`config.mk`:
```
export PLATFORM = sky130hd
export DESIGN_NAME = string_bucket_hash_core
export DESIGN_NICKNAME = d
export VERILOG_FILES = /design/src/rtl/sbh_pkg.sv /design/src/rtl/sbh_front.sv /design/src/rtl/sbh_queue.sv /design/src/rtl/sbh_back.sv /design/src/rtl/string_bucket_hash_core.sv
export SDC_FILE = /design/constraint.sdc
export NUM_CORES = 2
export LEC_CHECK = 0
export ABC_AREA = 1
export BUFFER_PORTS_ARGS = -buffer_cell sky130_fd_sc_hd__buf_2
export CAP_MARGIN = 20
export CORE_ASPECT_RATIO = 1.75
export CORE_MARGIN = 10
export CORE_UTILIZATION = 50
export CTS_CLUSTER_DIAMETER = 50
export CTS_CLUSTER_SIZE = 20
export DETAILED_ROUTE_END_ITERATION = 12
export PLACE_DENSITY = 0.77
export SYNTH_ARGS = -nofsm -noshare
export SYNTH_HDL_FRONTEND = slang
export SYNTH_SLANG_ARGS = --single-unit
```
`constraint.sdc`:
```
create_clock -name i_clk -period 9.6 [get_ports i_clk]
set_input_delay 0 -clock i_clk [delete_from_list [all_inputs] [get_ports i_clk]]
set_output_delay 0 -clock i_clk [all_outputs]
set_load 0.01 [all_outputs]
```
`src/rtl/sbh_pkg.sv`:
```
// sbh_pkg: shared types, register indexes and hash constants for the string bucket hash.
// Used by sbh_front, sbh_queue, sbh_back, string_bucket_hash_core and the dv checker and bench.
`default_nettype none

package sbh_pkg;

    // hash_mode codes
    localparam logic [1:0] MODE_POLY  = 2'd0;
    localparam logic [1:0] MODE_SHIFT = 2'd1;
    localparam logic [1:0] MODE_SUM   = 2'd2;
    localparam logic [1:0] MODE_PROD  = 2'd3;

    // configuration register indexes
    localparam logic REG_HASH_MODE    = 1'b0;
    localparam logic REG_BUCKET_COUNT = 1'b1;

    localparam logic [1:0]  HASH_MODE_RST    = MODE_POLY;
    localparam logic [16:0] BUCKET_COUNT_RST = 17'd1024;

    // polynomial hash: h = (127*h + c) mod 16908799
    localparam logic [31:0] POLY_MULT   = 32'd127;
    localparam logic [31:0] POLY_PRIME  = 32'd16908799;
    localparam logic [31:0] POLY_PRIME2 = 32'd33817598;
    // quotient estimate: floor(t / 2^17) * 507 / 2^16 undershoots t / P by at most two
    localparam int          QEST_SHIFT  = 17;
    localparam logic [8:0]  QEST_RECIP  = 9'd507;

    localparam int SHIFT_BITS = 6;

    // restoring divider: one quotient bit per cycle over the 32-bit hash
    localparam int DIV_STEPS = 32;

    localparam int QDEPTH = 4;

    typedef struct packed {
        logic [1:0]  mode;
        logic [31:0] value;
    } t_job;

    function automatic logic [31:0] start_value(input logic [1:0] mode);
        start_value = (mode == MODE_PROD) ? 32'd1 : 32'd0;
    endfunction

endpackage

`default_nettype wire

```
`src/rtl/sbh_front.sv`:
```
// sbh_front: accepts key bytes, folds them into the running hash and queues finished keys.
// Depends on sbh_pkg.
`default_nettype none

module sbh_front
    import sbh_pkg::*;
(
    input  wire logic        i_clk,
    input  wire logic        i_rst_n,
    input  wire logic        i_valid,
    output logic             o_ready,
    input  wire logic [7:0]  i_key_byte,
    input  wire logic        i_last_byte,
    input  wire logic        i_empty_key,
    input  wire logic [1:0]  i_mode,
    input  wire logic        i_full,
    output logic             o_push,
    output t_job             o_job
);

    localparam logic [1:0] ST_IDLE = 2'd0;
    localparam logic [1:0] ST_QEST = 2'd1;
    localparam logic [1:0] ST_RED  = 2'd2;
    localparam logic [1:0] ST_FIX  = 2'd3;

    logic [1:0]  r_state, n_state;
    logic        r_open, n_open;
    logic [31:0] r_h, n_h;
    logic [31:0] r_t, n_t;
    logic [7:0]  r_q, n_q;
    logic        r_last, n_last;

    logic        accept;
    logic [31:0] base;
    logic [31:0] c32;
    logic [31:0] fold;
    logic [31:0] red;
    logic [23:0] qprod;

    assign o_ready = (r_state == ST_IDLE) && !i_full;
    assign accept  = i_valid && o_ready;
    assign base    = r_open ? r_h : start_value(i_mode);
    assign c32     = {{24{i_key_byte[7]}}, i_key_byte};
    assign qprod   = 24'(r_t[31:QEST_SHIFT]) * 24'(QEST_RECIP);

    always_comb begin
        unique case (i_mode)
            MODE_POLY:  fold = 32'(base * POLY_MULT) + c32;
            MODE_SHIFT: fold = {base[31-SHIFT_BITS:0], i_key_byte[SHIFT_BITS-1:0]};
            MODE_SUM:   fold = base + c32;
            default:    fold = 32'(base * c32);
        endcase
    end

    // remainder after the estimate lies below three times the prime
    always_comb begin
        priority if (r_t >= POLY_PRIME2) begin
            red = r_t - POLY_PRIME2;
        end else if (r_t >= POLY_PRIME) begin
            red = r_t - POLY_PRIME;
        end else begin
            red = r_t;
        end
    end

    always_comb begin
        n_state = r_state;
        n_open  = r_open;
        n_h     = r_h;
        n_t     = r_t;
        n_q     = r_q;
        n_last  = r_last;
        o_push  = 1'b0;
        o_job   = '{mode: i_mode, value: fold};
        unique case (r_state)
            ST_IDLE: begin
                if (accept) begin
                    if (i_empty_key) begin
                        o_push = 1'b1;
                        o_job  = '{mode: i_mode, value: start_value(i_mode)};
                        n_open = 1'b0;
                    end else if (i_mode == MODE_POLY) begin
                        n_t     = fold;
                        n_last  = i_last_byte;
                        n_state = ST_QEST;
                    end else begin
                        n_h    = fold;
                        o_push = i_last_byte;
                        n_open = !i_last_byte;
                    end
                end
            end
            ST_QEST: begin
                n_q     = qprod[23:16];
                n_state = ST_RED;
            end
            ST_RED: begin
                n_t     = r_t - (32'(r_q) * POLY_PRIME);
                n_state = ST_FIX;
            end
            ST_FIX: begin
                n_h     = red;
                o_push  = r_last;
                o_job   = '{mode: MODE_POLY, value: red};
                n_open  = !r_last;
                n_state = ST_IDLE;
            end
            default: n_state = ST_IDLE;
        endcase
    end

    always_ff @(posedge i_clk) begin
        if (!i_rst_n) begin
            r_state <= ST_IDLE;
            r_open  <= 1'b0;
            r_h     <= '0;
        end else begin
            r_state <= n_state;
            r_open  <= n_open;
            r_h     <= n_h;
        end
        r_t    <= n_t;
        r_q    <= n_q;
        r_last <= n_last;
    end

endmodule

`default_nettype wire

```
`src/rtl/sbh_queue.sv`:
```
// sbh_queue: short register queue of finished hashes between front and back.
// Depends on sbh_pkg.
`default_nettype none

module sbh_queue
    import sbh_pkg::*;
(
    input  wire logic i_clk,
    input  wire logic i_rst_n,
    input  wire logic i_push,
    input  t_job      i_job,
    input  wire logic i_pop,
    output t_job      o_job,
    output logic      o_empty,
    output logic      o_full
);

    localparam int PW = $clog2(QDEPTH);
    localparam int CW = $clog2(QDEPTH + 1);

    t_job          r_mem [QDEPTH];
    logic [PW-1:0] r_wr, r_rd;
    logic [CW-1:0] r_count;

    logic do_push, do_pop;

    assign o_empty = (r_count == '0);
    assign o_full  = (r_count == CW'(QDEPTH));
    assign do_push = i_push && !o_full;
    assign do_pop  = i_pop && !o_empty;
    assign o_job   = r_mem[r_rd];

    always_ff @(posedge i_clk) begin
        if (do_push) begin
            r_mem[r_wr] <= i_job;
        end
    end

    always_ff @(posedge i_clk) begin
        if (!i_rst_n) begin
            r_wr    <= '0;
            r_rd    <= '0;
            r_count <= '0;
        end else begin
            if (do_push) begin
                r_wr <= PW'((32'(r_wr) + 1) % QDEPTH);
            end
            if (do_pop) begin
                r_rd <= PW'((32'(r_rd) + 1) % QDEPTH);
            end
            r_count <= r_count + CW'(do_push) - CW'(do_pop);
        end
    end

endmodule

`default_nettype wire

```
`src/rtl/sbh_back.sv`:
```
// sbh_back: takes finished hashes, reduces them modulo the bucket count in a
// bit-serial restoring divider and holds the result in the output register. Depends on sbh_pkg.
`default_nettype none

module sbh_back
    import sbh_pkg::*;
#(
    parameter int MAX_BUCKETS = 65536
) (
    input  wire logic        i_clk,
    input  wire logic        i_rst_n,
    input  t_job             i_job,
    input  wire logic        i_empty,
    output logic             o_pop,
    input  wire logic [16:0] i_bucket_count,
    output logic             o_valid,
    input  wire logic        i_ready,
    output logic [15:0]      o_bucket_index
);

    localparam logic [1:0] BK_IDLE = 2'd0;
    localparam logic [1:0] BK_DIV  = 2'd1;
    localparam logic [1:0] BK_DONE = 2'd2;
    localparam int CNTW = $clog2(DIV_STEPS);

    logic [1:0]      r_state;
    logic [31:0]     r_dvd;
    logic [16:0]     r_rem;
    logic [16:0]     r_div;
    logic [CNTW-1:0] r_cnt;
    logic            r_out_valid;
    logic [15:0]     r_out;

    logic [16:0] div_eff;
    logic [31:0] mag;
    logic [17:0] shifted;
    logic [17:0] diff;
    logic        out_free;

    always_comb begin
        priority if (i_bucket_count == '0) begin
            div_eff = 17'd1;
        end else if (32'(i_bucket_count) > 32'(MAX_BUCKETS)) begin
            div_eff = 17'(MAX_BUCKETS);
        end else begin
            div_eff = i_bucket_count;
        end
    end

    // sum and product modes reduce the magnitude
    assign mag = (i_job.mode[1] && i_job.value[31]) ? (32'd0 - i_job.value) : i_job.value;

    assign shifted  = {r_rem, r_dvd[31]};
    assign diff     = shifted - {1'b0, r_div};
    assign out_free = !r_out_valid || i_ready;
    assign o_pop    = (r_state == BK_IDLE) && !i_empty;

    assign o_valid        = r_out_valid;
    assign o_bucket_index = r_out;

    always_ff @(posedge i_clk) begin
        if (!i_rst_n) begin
            r_state     <= BK_IDLE;
            r_out_valid <= 1'b0;
            r_cnt       <= '0;
        end else begin
            // load a new transaction when the register frees up, drop it once taken
            if (r_state == BK_DONE && out_free) begin
                r_out_valid <= 1'b1;
            end else if (i_ready) begin
                r_out_valid <= 1'b0;
            end
            unique case (r_state)
                BK_IDLE: begin
                    if (!i_empty) begin
                        r_cnt   <= '0;
                        r_state <= BK_DIV;
                    end
                end
                BK_DIV: begin
                    r_cnt <= r_cnt + CNTW'(1);
                    if (r_cnt == CNTW'(DIV_STEPS - 1)) begin
                        r_state <= BK_DONE;
                    end
                end
                BK_DONE: begin
                    if (out_free) begin
                        r_state <= BK_IDLE;
                    end
                end
                default: r_state <= BK_IDLE;
            endcase
        end
    end

    always_ff @(posedge i_clk) begin
        if (r_state == BK_IDLE) begin
            r_dvd <= mag;
            r_rem <= '0;
            r_div <= div_eff;
        end else if (r_state == BK_DIV) begin
            r_dvd <= {r_dvd[30:0], 1'b0};
            r_rem <= diff[17] ? shifted[16:0] : diff[16:0];
        end
        if (r_state == BK_DONE && out_free) begin
            r_out <= r_rem[15:0];
        end
    end

endmodule

`default_nettype wire

```
`src/rtl/string_bucket_hash_core.sv`:
```
// string_bucket_hash_core: streaming string hash with reduction to a bucket index.
// Shift-or, sum and product fold a byte straight into the running hash; the polynomial mode
// takes a byte through the estimate, multiply-subtract and correct states before the next.
// The back end reduces one hash at a time in the 32-step restoring divider and pops the next
// only once the result is loaded; a 4-entry queue lets the front keep taking bytes meanwhile.
// Reset is synchronous, active low, and restores the registers to their defaults and empties
// key state, queue and output. Depends on sbh_pkg, sbh_front, sbh_queue, sbh_back.
`default_nettype none

module string_bucket_hash_core
    import sbh_pkg::*;
#(
    parameter int MAX_BUCKETS = 65536
) (
    input  wire logic        i_clk,
    input  wire logic        i_rst_n,
    input  wire logic        s_axis_tvalid,
    output logic             s_axis_tready,
    input  wire logic [7:0]  s_axis_tdata,   // [7:0] key_byte
    input  wire logic        s_axis_tlast,   // last_byte
    input  wire logic        s_axis_tuser,   // [0] empty_key
    output logic             m_axis_tvalid,
    input  wire logic        m_axis_tready,
    output logic [15:0]      m_axis_tdata,   // [15:0] bucket_index
    input  wire logic        i_cfg_valid,
    output logic             o_cfg_ready,
    input  wire logic        i_cfg_index,
    input  wire logic [16:0] i_cfg_data
);

    logic [1:0]  r_hash_mode;
    logic [16:0] r_bucket_count;

    logic push, pop, q_empty, q_full;
    t_job push_job, head_job;

    assign o_cfg_ready = 1'b1;

    always_ff @(posedge i_clk) begin
        if (!i_rst_n) begin
            r_hash_mode    <= HASH_MODE_RST;
            r_bucket_count <= BUCKET_COUNT_RST;
        end else if (i_cfg_valid && o_cfg_ready) begin
            unique case (i_cfg_index)
                REG_HASH_MODE:    r_hash_mode    <= i_cfg_data[1:0];
                REG_BUCKET_COUNT: r_bucket_count <= i_cfg_data;
                default: ;
            endcase
        end
    end

    sbh_front u_front (
        .i_clk       (i_clk),
        .i_rst_n     (i_rst_n),
        .i_valid     (s_axis_tvalid),
        .o_ready     (s_axis_tready),
        .i_key_byte  (s_axis_tdata),
        .i_last_byte (s_axis_tlast),
        .i_empty_key (s_axis_tuser),
        .i_mode      (r_hash_mode),
        .i_full      (q_full),
        .o_push      (push),
        .o_job       (push_job)
    );

    sbh_queue u_queue (
        .i_clk   (i_clk),
        .i_rst_n (i_rst_n),
        .i_push  (push),
        .i_job   (push_job),
        .i_pop   (pop),
        .o_job   (head_job),
        .o_empty (q_empty),
        .o_full  (q_full)
    );

    sbh_back #(
        .MAX_BUCKETS (MAX_BUCKETS)
    ) u_back (
        .i_clk          (i_clk),
        .i_rst_n        (i_rst_n),
        .i_job          (head_job),
        .i_empty        (q_empty),
        .o_pop          (pop),
        .i_bucket_count (r_bucket_count),
        .o_valid        (m_axis_tvalid),
        .i_ready        (m_axis_tready),
        .o_bucket_index (m_axis_tdata)
    );

endmodule

`default_nettype wire

```
==> flow_results.xml <==
<?xml version="1.0" encoding="UTF-8"?>
<metrics>
  <group name="critical_path">
    <metric name="reg2reg_slack" unit="ps">2090</metric>
    <metric name="cp_required" unit="ps">9870</metric>
    <metric name="worst-r2r-cell-count" unit="">22</metric>
    <metric name="critical_path_arrival" unit="ps">7780</metric>
    <metric name="start_kind" unit="">flip-flop</metric>
    <metric name="timing.rr.end" unit="">u_queue.r_mem[1][14]</metric>
    <metric name="path_max_fanout" unit="">30</metric>
    <metric name="worst_setup_path_end_kind" unit="">flip-flop</metric>
    <metric name="critical_path.reg2reg.startpoint" unit="">r_hash_mode[1]</metric>
    <metric name="critPathKind" unit="">reg2reg</metric>
  </group>
  <group name="logic_synthesis">
    <metric name="top_area_cells_in_the_synthesized_netlist" unit="">fa_1 20%, edfxtp_1 18%, ha_1 11%</metric>
    <metric name="synthArstFlopShare" unit="%">0</metric>
    <metric name="synthCells" unit="">5194</metric>
    <metric name="postSynthNetCount" unit="">5975</metric>
    <metric name="synth_compound_gate_area_share" unit="%">10.8</metric>
    <metric name="main_combinational_cell_family_by_area_after_synthesis" unit="">adder cells</metric>
    <metric name="yosys.area_share.xor_xnor" unit="%">2.59</metric>
    <metric name="syn_area_per_cell" unit="um^2">7.69</metric>
    <metric name="synth_flop_cell" unit="">edfxtp_1</metric>
    <metric name="yosys.area_share.simple" unit="%">22.9</metric>
    <metric name="flip_flop_and_latch_count_after_synthesis" unit="">326</metric>
    <metric name="yosysUniqueCellTypes" unit="">64</metric>
    <metric name="synth_top_area_cell" unit="">fa_1</metric>
    <metric name="synth_enable_flop_cells" unit="">238</metric>
    <metric name="muxShareOfSynthArea" unit="%">0.0250</metric>
    <metric name="synth.top_cells.by_count" unit="">1070 x nand2_1, 935 x inv_1, 525 x nor2_1</metric>
    <metric name="yosys_warnings" unit="">0</metric>
    <metric name="portion_of_synthesized_cell_area_occupied_by_the_leading_cell_type" unit="%">19.9</metric>
    <metric name="count_leader_synth" unit="">nand2_1</metric>
    <metric name="synth.yosys.seq_area_share" unit="%">22.3</metric>
    <metric name="synth_area" unit="mm^2">0.0400</metric>
    <metric name="post_synth_fa_ha_maj_area_fraction" unit="%">30.9</metric>
  </group>
  <group name="clocking">
    <metric name="postCtsSetupRepairBufs" unit="">0</metric>
    <metric name="cts_tree" unit="">done</metric>
    <metric name="clk_transition_reported_paths" unit="ps">90</metric>
    <metric name="tritoncts_num_sinks" unit="">326</metric>
    <metric name="ctsHtreeMaxLevel" unit="">1</metric>
    <metric name="ctsRootBufferMaster" unit="">clkbuf_16</metric>
    <metric name="post_cts_resized" unit="">0</metric>
    <metric name="tritoncts.num_buffers" unit="">21</metric>
    <metric name="postCtsHoldBufs" unit="">23</metric>
    <metric name="clock_latency" unit="ps">580</metric>
    <metric name="clock_path_buffers" unit="">3</metric>
  </group>
  <group name="sta">
    <metric name="rsz0062_at_grt" unit="">false</metric>
    <metric name="slew-limit-headroom" unit="%">27.5</metric>
    <metric name="final.hold.worst_slack" unit="ps">58.5</metric>
    <metric name="slew_viol_final" unit="">0</metric>
    <metric name="timing.final.crit_period" unit="ps">7510</metric>
    <metric name="tightest_slew" unit="ps">1080</metric>
    <metric name="finalHoldViolCount" unit="">0</metric>
    <metric name="finClkSkew" unit="ps">24.7</metric>
    <metric name="max_frequency" unit="MHz">133</metric>
    <metric name="final_setup_viols" unit="">0</metric>
    <metric name="timing.final.crit_share" unit="%">78.3</metric>
    <metric name="finalWorstSetupSlack" unit="ps">2090</metric>
    <metric name="final.setup.tns" unit="ps">0</metric>
  </group>
  <group name="placed_design">
    <metric name="routability_congestion" unit="">1.07</metric>
    <metric name="placement.io_buffers" unit="">50</metric>
    <metric name="pre_cts_ws" unit="ps">2380</metric>
    <metric name="post-dp-hpwl" unit="mm">117</metric>
  </group>
  <group name="final_layout">
    <metric name="multi_input_area" unit="mm^2">0.0269</metric>
    <metric name="sequential_cell_area" unit="mm^2">0.00891</metric>
    <metric name="areaGrowthSynthToFinish" unit="%">5.75</metric>
    <metric name="post_route_cells_drive_above_1_share" unit="%">4.96</metric>
    <metric name="fin_nets" unit="">5993</metric>
    <metric name="num-fill-cells" unit="">7780</metric>
  </group>
  <group name="routing">
    <metric name="initialDrtViolationCount" unit="">2665</metric>
    <metric name="number_of_iterations_in_the_first_detailed_routing_pass" unit="">8</metric>
    <metric name="drc" unit="">0</metric>
    <metric name="routed_wire_length_per_instance" unit="um">22.7</metric>
    <metric name="wirelength" unit="mm">142</metric>
    <metric name="dr_total_vias" unit="">36030</metric>
    <metric name="final_antenna_net_count" unit="">0</metric>
    <metric name="vias_per_cell" unit="">5.75</metric>
  </group>
  <group name="floorplanning">
    <metric name="die_h" unit="um">394</metric>
    <metric name="core_area" unit="mm^2">0.0795</metric>
    <metric name="num_rows" unit="">137</metric>
    <metric name="die_area" unit="mm^2">0.0921</metric>
    <metric name="chipWidth" unit="um">234</metric>
    <metric name="floorplan.io_pins" unit="">52</metric>
    <metric name="starting_density" unit="%">50.2</metric>
  </group>
  <group name="worst_hold_path">
    <metric name="holdCritPathClass" unit="">in2reg</metric>
    <metric name="hold_path.startpoint" unit="">i_rst_n</metric>
    <metric name="timing.hold.worst_path_depth" unit="">3</metric>
    <metric name="whs_endpoint" unit="">r_bucket_count[10]</metric>
  </group>
  <group name="grt">
    <metric name="globalRouteOverflowTotal" unit="">0</metric>
    <metric name="grt_util_all_layers" unit="%">30.6</metric>
    <metric name="wire_length_of_the_first_global_routing_pass" unit="mm">214</metric>
    <metric name="vias_in_the_first_global_route" unit="">37446</metric>
    <metric name="initial_antenna_violation_count" unit="">4</metric>
    <metric name="maximum_number_of_pins_on_one_net_before_global_route_repair" unit="">85</metric>
  </group>
  <group name="run">
    <metric name="drv.max_cap_violation_count" unit="">0</metric>
  </group>
  <group name="outcome">
    <metric name="result_of_the_run" unit="">finished, final reports clean</metric>
  </group>
</metrics>
[worst max-delay path by stage]
| stage | end | start | slack, ps |
|---|---|---|---|
| after floorplan | u_queue.r_mem[0][22] | u_front.r_open | 4440 |
| after global placement | u_queue.r_mem[0][14] | r_hash_mode[1] | 2490 |
| after detailed placement | u_queue.r_mem[1][14] | r_hash_mode[1] | 2380 |
| after CTS | u_queue.r_mem[1][14] | r_hash_mode[1] | 2330 |
| after global routing | u_queue.r_mem[1][14] | r_hash_mode[1] | 2010 |
| final | u_queue.r_mem[1][14] | r_hash_mode[1] | 2090 |
[state kept, by name, indices dropped and copies added (netlist names), named ones only]
signal                 count
u_queue.r_count            3
u_back.o_bucket_index     16
u_front.r_t               32
u_front.r_open             1
u_back.r_cnt               5
u_front.r_last             1
u_back.r_state             2
r_hash_mode                2
u_front.r_h               32
u_back.r_rem              17
u_queue.r_wr               2
u_queue.r_rd               2
u_back.r_dvd              32
u_front.r_q                8
u_front.r_state            2
u_queue.r_mem            132
u_back.o_valid             1
u_back.r_div              17
r_bucket_count            17
[routing by layer]
layer	global-route usage [%]	share of wire, %	up-vias
met5	0	0.016	-
met4	30.3	12	4
met3	3.70	5.4	648
met2	55.1	51	1581
met1	28.9	32	17197
li1	-	-	16600
[kinds of logic (layout without fill, tap and decap cells)]
| kind of cell | after synthesis | in the layout |
|---|---|---|
| AND/OR/NAND/NOR | 2135 | 2135 |
| adder cells (fa/ha/maj) | 748 | 748 |
| multiplexers | 1 | 1 |
| flip-flops | 326 | 326 |
| buffers and inverters | 1081 | 1114 |
| other | 1 | 2 |
| AO/OA/AOI/OAI | 784 | 784 |
| XOR/XNOR | 118 | 118 |
[critical path, cell delays in order, from the launching register on]
cell and delay (ps):
dfxtp_1 860, nand2_1 110, buf_4 320, o21ai_0 670
inv_1 310, nand2_1 150, nand2_1 60, inv_1 100
ha_1 280, fa_1 460, fa_1 540, fa_1 450
ha_1 370, a21oi_1 350, o21ai_0 130, inv_1 120
nand2_1 200, nand2_1 120, nand2_1 140, xnor2_1 230
o211ai_1 450, nand2_1 190, o22ai_1 590
[cell type report]
cell class | count | share of cell area [%]
Antenna cell | 1 | 0.00592
Clock inverter | 4 | 0.169
Timing Repair Buffer | 121 | 2.06
Inverter | 955 | 8.48
Clock buffer | 34 | 1.39
Sequential cell | 326 | 21.1
Multi-Input combinational cell | 3787 | 63.7
Tap cell | 1042 | 3.08
[layout by cell type (no fill, tap or decap), types with 26 or more instances in the layout]
cell / n
nand2_1: 1070
nand4_1: 58
a21oi_1: 269
xnor2_1: 35
nand3_1: 318
nand2_2: 26
o21ai_0: 332
edfxtp_1: 238
nor2_1: 518
buf_2: 49
nor3_1: 33
xor2_1: 83
dfxtp_1: 86
inv_1: 935
buf_4: 46
o21bai_1: 29
ha_1: 351
fa_1: 397
[through the flow]
stage,cell area (um^2),cells,utilization [%]
floorplan,40000,5194,-
global placement,41300,6205,51.9
detailed placement,41300,6205,51.9
CTS,42200,6266,53.1
global route,42300,6269,53.1
finish,42300,6270,53.1
Power is left out: the tool's default activity adds up to more than one toggle a clock period on the data nets, which glitch-free logic cannot reach.
